### config.mk
export PLATFORM = sky130hd
export DESIGN_NAME = rth_residue
export DESIGN_NICKNAME = d
export VERILOG_FILES = /design/src/design/rth_pkg.sv /design/src/design/rth_residue.sv
export SDC_FILE = /design/constraint.sdc
export NUM_CORES = 1
export LEC_CHECK = 0
export BUFFER_PORTS_ARGS = -buffer_cell sky130_fd_sc_hd__buf_2
export CORE_MARGIN = 10
export CORE_UTILIZATION = 65
export CTS_BUF_LIST = sky130_fd_sc_hd__clkbuf_8
export DETAILED_ROUTE_END_ITERATION = 8
export PLACE_DENSITY_LB_ADDON = 0.08
export SYNTH_ARGS = -nofsm -noshare
export SYNTH_HDL_FRONTEND = slang
export SYNTH_SLANG_ARGS = --single-unit
### constraint.sdc
create_clock -name clk_i -period 50.7 [get_ports clk_i]
set_input_delay 10.14 -clock clk_i [delete_from_list [all_inputs] [get_ports clk_i]]
set_output_delay 10.14 -clock clk_i [all_outputs]
set_load 0.05 [all_outputs]
### src/design/rth_pkg.sv
`timescale 1ns / 1ps
`default_nettype none
// ----------------------------------------------------------------------------
// rth_pkg
// Types, constants and helper functions shared by the residue transition
// histogrammer and its submodules.
// ----------------------------------------------------------------------------
package rth_pkg;

  localparam int unsigned MIN_MOD_DEF        = 3;
  localparam int unsigned MAX_MOD_DEF        = 100;
  localparam int unsigned MAX_O2_MOD_DEF     = 50;
  localparam int unsigned DIFF_RANGE_DEF     = 1023;
  localparam int unsigned COUNT_WIDTH_DEF    = 32;

  localparam int unsigned NUM_STAT   = 14;
  localparam int unsigned MARG_DEPTH = 460;
  localparam int unsigned MODW       = 8;
  localparam int unsigned O2_MOD_LOW = 3;
  localparam logic [5:0]  O2_MOD_RST = 6'd10;

  localparam logic [MODW-1:0] STAT_MOD [NUM_STAT] = '{
    8'd3, 8'd4, 8'd5, 8'd7, 8'd8, 8'd9, 8'd11, 8'd12, 8'd15, 8'd16,
    8'd25, 8'd30, 8'd105, 8'd210
  };
  localparam logic [8:0] MARG_BASE [NUM_STAT] = '{
    9'd0, 9'd3, 9'd7, 9'd12, 9'd19, 9'd27, 9'd36, 9'd47, 9'd59, 9'd74,
    9'd90, 9'd115, 9'd145, 9'd250
  };

  localparam logic CFG_O2_MOD = 1'b0;
  localparam logic CFG_TRAIN  = 1'b1;

  localparam logic [18:0] SCL_COUNT = 19'd0;
  localparam logic [18:0] SCL_MIN   = 19'd1;
  localparam logic [18:0] SCL_MAX   = 19'd2;
  localparam logic [18:0] SCL_STEPS = 19'd3;
  localparam logic [18:0] SCL_OVF   = 19'd4;

  typedef enum logic [1:0] {
    CMD_PUSH  = 2'd0,
    CMD_READ  = 2'd1,
    CMD_CLEAR = 2'd2,
    CMD_NOP   = 2'd3
  } rth_cmd_e;

  typedef enum logic [2:0] {
    SEL_MARG   = 3'd0,
    SEL_DIFF   = 3'd1,
    SEL_TOBS   = 3'd2,
    SEL_TTRN   = 3'd3,
    SEL_XOBS   = 3'd4,
    SEL_XTRN   = 3'd5,
    SEL_SCALAR = 3'd6
  } rth_sel_e;

  typedef enum logic [4:0] {
    ST_CLEAR,
    ST_IDLE,
    ST_MARG_GO,
    ST_MARG_WAIT,
    ST_DIFF,
    ST_DIFF_SEL,
    ST_TR_GO,
    ST_TR_WAIT,
    ST_O2_GO,
    ST_O2_WAIT,
    ST_O2_ADDR,
    ST_RMW_RD,
    ST_RMW_WR,
    ST_FINISH,
    ST_RD_SQ,
    ST_RD_CUBE,
    ST_RD_ISSUE,
    ST_RD_DATA
  } rth_state_e;

  typedef struct packed {
    logic [1:0]         cmd;
    logic signed [63:0] term;
    logic [2:0]         table_select;
    logic [18:0]        counter_index;
  } rth_in_t;

  typedef struct packed {
    logic [63:0] read_data;
    logic        index_error;
  } rth_out_t;

  typedef struct packed {
    logic            start;
    logic            neg;
    logic [63:0]     mag;
    logic [MODW-1:0] modulus;
  } rth_res_req_t;

  typedef struct packed {
    logic            done;
    logic [MODW-1:0] residue;
  } rth_res_rsp_t;

  function automatic int unsigned sum_sq(int unsigned n);
    return n * (n + 1) * (2 * n + 1) / 6;
  endfunction

endpackage
`default_nettype wire

### src/design/rth_residue.sv
`timescale 1ns / 1ps
`default_nettype none
// ----------------------------------------------------------------------------
// rth_residue
// Non-negative residue of a signed 64-bit term by a small modulus, eight
// bits of the magnitude per cycle.
// ----------------------------------------------------------------------------
module rth_residue (
  input  wire logic                  clk_i,
  input  wire logic                  rst_ni,
  input  wire rth_pkg::rth_res_req_t req_i,
  output rth_pkg::rth_res_rsp_t      rsp_o
);
  import rth_pkg::*;

  logic            busy_q, done_q;
  logic [2:0]      cnt_q;
  logic [63:0]     sh_q;
  logic [MODW-1:0] r_q, mod_q, res_q;
  logic            neg_q;
  logic [MODW:0]   acc;

  always_comb begin
    acc = {1'b0, r_q};
    for (int k = 0; k < 8; k++) begin
      acc = {acc[MODW-1:0], sh_q[63-k]};
      if (acc >= {1'b0, mod_q}) begin
        acc = acc - {1'b0, mod_q};
      end
    end
  end

  always_ff @(posedge clk_i or negedge rst_ni) begin
    if (!rst_ni) begin
      busy_q <= 1'b0;
      done_q <= 1'b0;
      cnt_q  <= '0;
    end else begin
      done_q <= 1'b0;
      if (req_i.start) begin
        busy_q <= 1'b1;
        cnt_q  <= '0;
      end else if (busy_q) begin
        cnt_q <= cnt_q + 3'd1;
        if (cnt_q == 3'd7) begin
          busy_q <= 1'b0;
          done_q <= 1'b1;
        end
      end
    end
  end

  always_ff @(posedge clk_i) begin
    if (req_i.start) begin
      sh_q  <= req_i.mag;
      r_q   <= '0;
      mod_q <= req_i.modulus;
      neg_q <= req_i.neg;
    end else if (busy_q) begin
      sh_q <= {sh_q[55:0], 8'd0};
      r_q  <= acc[MODW-1:0];
      if (neg_q && (acc != '0)) begin
        res_q <= mod_q - acc[MODW-1:0];
      end else begin
        res_q <= acc[MODW-1:0];
      end
    end
  end

  assign rsp_o.done    = done_q;
  assign rsp_o.residue = res_q;

endmodule
`default_nettype wire

==> results by group <==
Status
  • Status: finished clean

Floorplanning
  • Rows: 40
  • I/O pins: 85
  • Die height: 131 µm
  • Die width: 131 µm
  • DIE AREA: 0.0172 mm²
  • Core box area: 0.0121 mm²
  • Initial Util: 0.668

Final layout
  • Layout cells sized above 1: 0.245
  • Syn-to-layout area delta: 9.63%
  • Final Util: 0.732
  • Fin nets: 1,024
  • Fin area: 0.00883 mm²

Critical path
  • Reg2Reg Capture Point: res_q[6]
  • CP peak stage delay: 840 ps
  • Setup crit end kind: flop
  • CP Class: flop to flop
  • Data required time at the worst endpoint: 50,940 ps
  • Worst reg-to-reg setup slack: 27,950 ps
  • R2r startpoint: mod_q[4]
  • Critical path peak fanout: 16
  • WP data arrival: 22,990 ps
  • Startpoint types: flop
  • Crit-path most repeated cell: o21ai_0
  • CP max-delay cell: nor3_1
  • R2r worst-path depth: 87

Global route
  • Gr usage total: 0.239
  • Total congestion overflow: 0
  • Vias in the first global route: 6,811
  • First-pass GRT wire length: 34,000 µm
  • Initial antenna violation count: 1
  • Largest net degree at the start of global routing: 79

Timing
  • Slew margin rel.: 0.271
  • Fmax: 43.9 MHz
  • Transition time of the tightest slew-check pin: 1090 ps
  • Post-layout min period: 22,750 ps
  • Final setup fails: 0
  • Sum Neg Setup Slack: 0 ps
  • Final Hold Viols: 0
  • Final Skew: 15.7 ps
  • Tcrit/Tclk final: 0.449
  • RSZ-0062 raised after global routing: no
  • Final Max Slew Viols: 0

Synthesis
  • Top cells by instance count after synthesis: 81 x edfxtp_1, 79 x mux2_2, 71 x ha_1
  • Synth top area share: 0.302
  • Leading area contributor after synthesis: edfxtp_1
  • Fraction of registers with async set/reset: 0.0532
  • Most common cell in the netlist: edfxtp_1
  • Cells after Synth: 785
  • Yosys warns: 0
  • Sequential fraction of the synthesis area: 0.338
  • Count of different cell masters after synthesis: 88
  • Mapped Nets: 940
  • Synthesis-stage register bit count: 94
  • Synth area leaders: edfxtp_1 30%, mux2_2 11%, ha_1 11%
  • Synth Cell Area: 0.00805 mm²
  • Main synth FF type: edfxtp_1
  • Syn avg cell area: 10.3 µm²
  • EDFF count, synth: 81

Routing
  • Drt first pass iters: 6
  • DRC violations left: 0
  • Final wirelength: 21,000 µm
  • Via Count: 6,602
  • Initial DRC Count: 592
  • Drt wl/cell: 20.2 µm
  • Vias per cell: 6.33
  • DRT antenna net count: 0

Clock tree
  • # resized after CTS: 0
  • Clock transition at the registers of the reported paths: 100 ps
  • Sink Count: 94
  • Hold_buf cts: 0
  • CTS tree: built
  • Worst skew pair latency: 380 ps
  • Longest Clk Path Bufs: 2
  • Root buffer cell: clkbuf_8
  • Post CTS Setup Buffer Count: 0
  • Inserted Clock Buffers: 9
  • CTS HTree Levels: 3

Job
  • Max-Cap Viols: 0

Hold path
  • Worst Hold End: r_q[3]
  • Min-delay worst type: flop to flop
  • Worst Hold Launch: r_q[3]
  • Hold path depth: 2

Placed design
  • RD Place Congestion: 0.966
  • IO Port Bufs: 84
  • HPWL Detailed: 16,200 µm
  • Cell Area, Placed: 0.00864 mm²
## critical path, delay by kind of cell (launching register included)
kind / cells / cell delay [ps]
AOI/OAI and AO/OA: 48 / 11830
buffers and inverters: 5 / 710
and+or+nand+nor: 18 / 4410
muxes: 7 / 2380
DFF: 1 / 420
adders and majority gates: 9 / 2790
## per-layer routing
layer / up-vias / routed length, µm / track usage
met1: 3120 / 8590 / 0.295
met5: - / 0 / 0
met3: 56 / 1480 / 0.0396
li1: 3123 / - / -
met4: 0 / 626 / 0.0933
met2: 303 / 10300 / 0.407
## cell families (layout without fill, tap and decap cells)
kind of cell / Yosys count / count (layout) / share of synthesized area
simple gates: 210 / 210 / 0.137
compound gates: 193 / 193 / 0.177
mux: 102 / 102 / 0.142
flops: 94 / 94 / 0.338
fa+ha+maj: 80 / 80 / 0.131
buf+inv: 69 / 158 / 0.0343
xor+xnor: 37 / 37 / 0.0402
other cells: 0 / 1 / 0
## metrics by stage
step	instances	worst slack (ps)	hold slack, ps
after floorplan	785	31970	449
after global placement	1026	29570	496
after detailed placement	1026	28620	503
after CTS	1042	28510	516
after global routing	1043	26230	553
final	1043	27950	518
## area by class of cell
class                           instances  area, µm²
Timing Repair Buffer                   88        450
Fill cell                             901       3230
Sequential cell                        94       2720
Antenna cell                            1       2.50
Clock inverter                          7       62.6
Inverter                               54        203
Tap cell                              168        210
Multi-Input combinational cell        622       5060
Clock buffer                            9        124
## state kept, by name, summed over array words and instances, names as in the netlist
name,flops
mod_q,8
neg_q,1
cnt_q,3
r_q,8
sh_q,64
done_q,1
busy_q,1
res_q,8
## worst max-delay path by stage
stage / start / endpoint / slack (ps) / cells past startpoint
6_report: mod_q[4] / res_q[6] / 27950 / 87
3_3_place_gp: mod_q[0] / res_q[6] / 29570 / 89
2_1_floorplan: mod_q[1] / res_q[6] / 31970 / 87
4_1_cts: mod_q[4] / res_q[6] / 28510 / 88
3_5_place_dp: mod_q[4] / res_q[6] / 28620 / 87
5_1_grt: mod_q[2] / res_q[6] / 26230 / 88
## cell usage in the layout, fill, tap and decap left out, types with 7 or more instances in the layout
master and n:
buf_2 84, edfxtp_1 81, mux2_2 79, ha_1 71
inv_1 53, nand2_1 52, o21ai_0 44, nor2_1 42
a21oi_1 31, xnor2_1 24, mux2i_1 19, nand3_1 17
nor3_1 16, a21o_1 15, o21a_1 15, and2_1 14
xor2_1 13, nor2b_1 12, nand2b_1 9, clkbuf_8 9
or3_1 8, o211ai_1 8, nand4_1 8, fa_1 8
dfxtp_1 8, a211oi_1 7
Power is left out: the tool's default activity adds up to more than one toggle a clock period on the data nets, which glitch-free logic cannot reach.
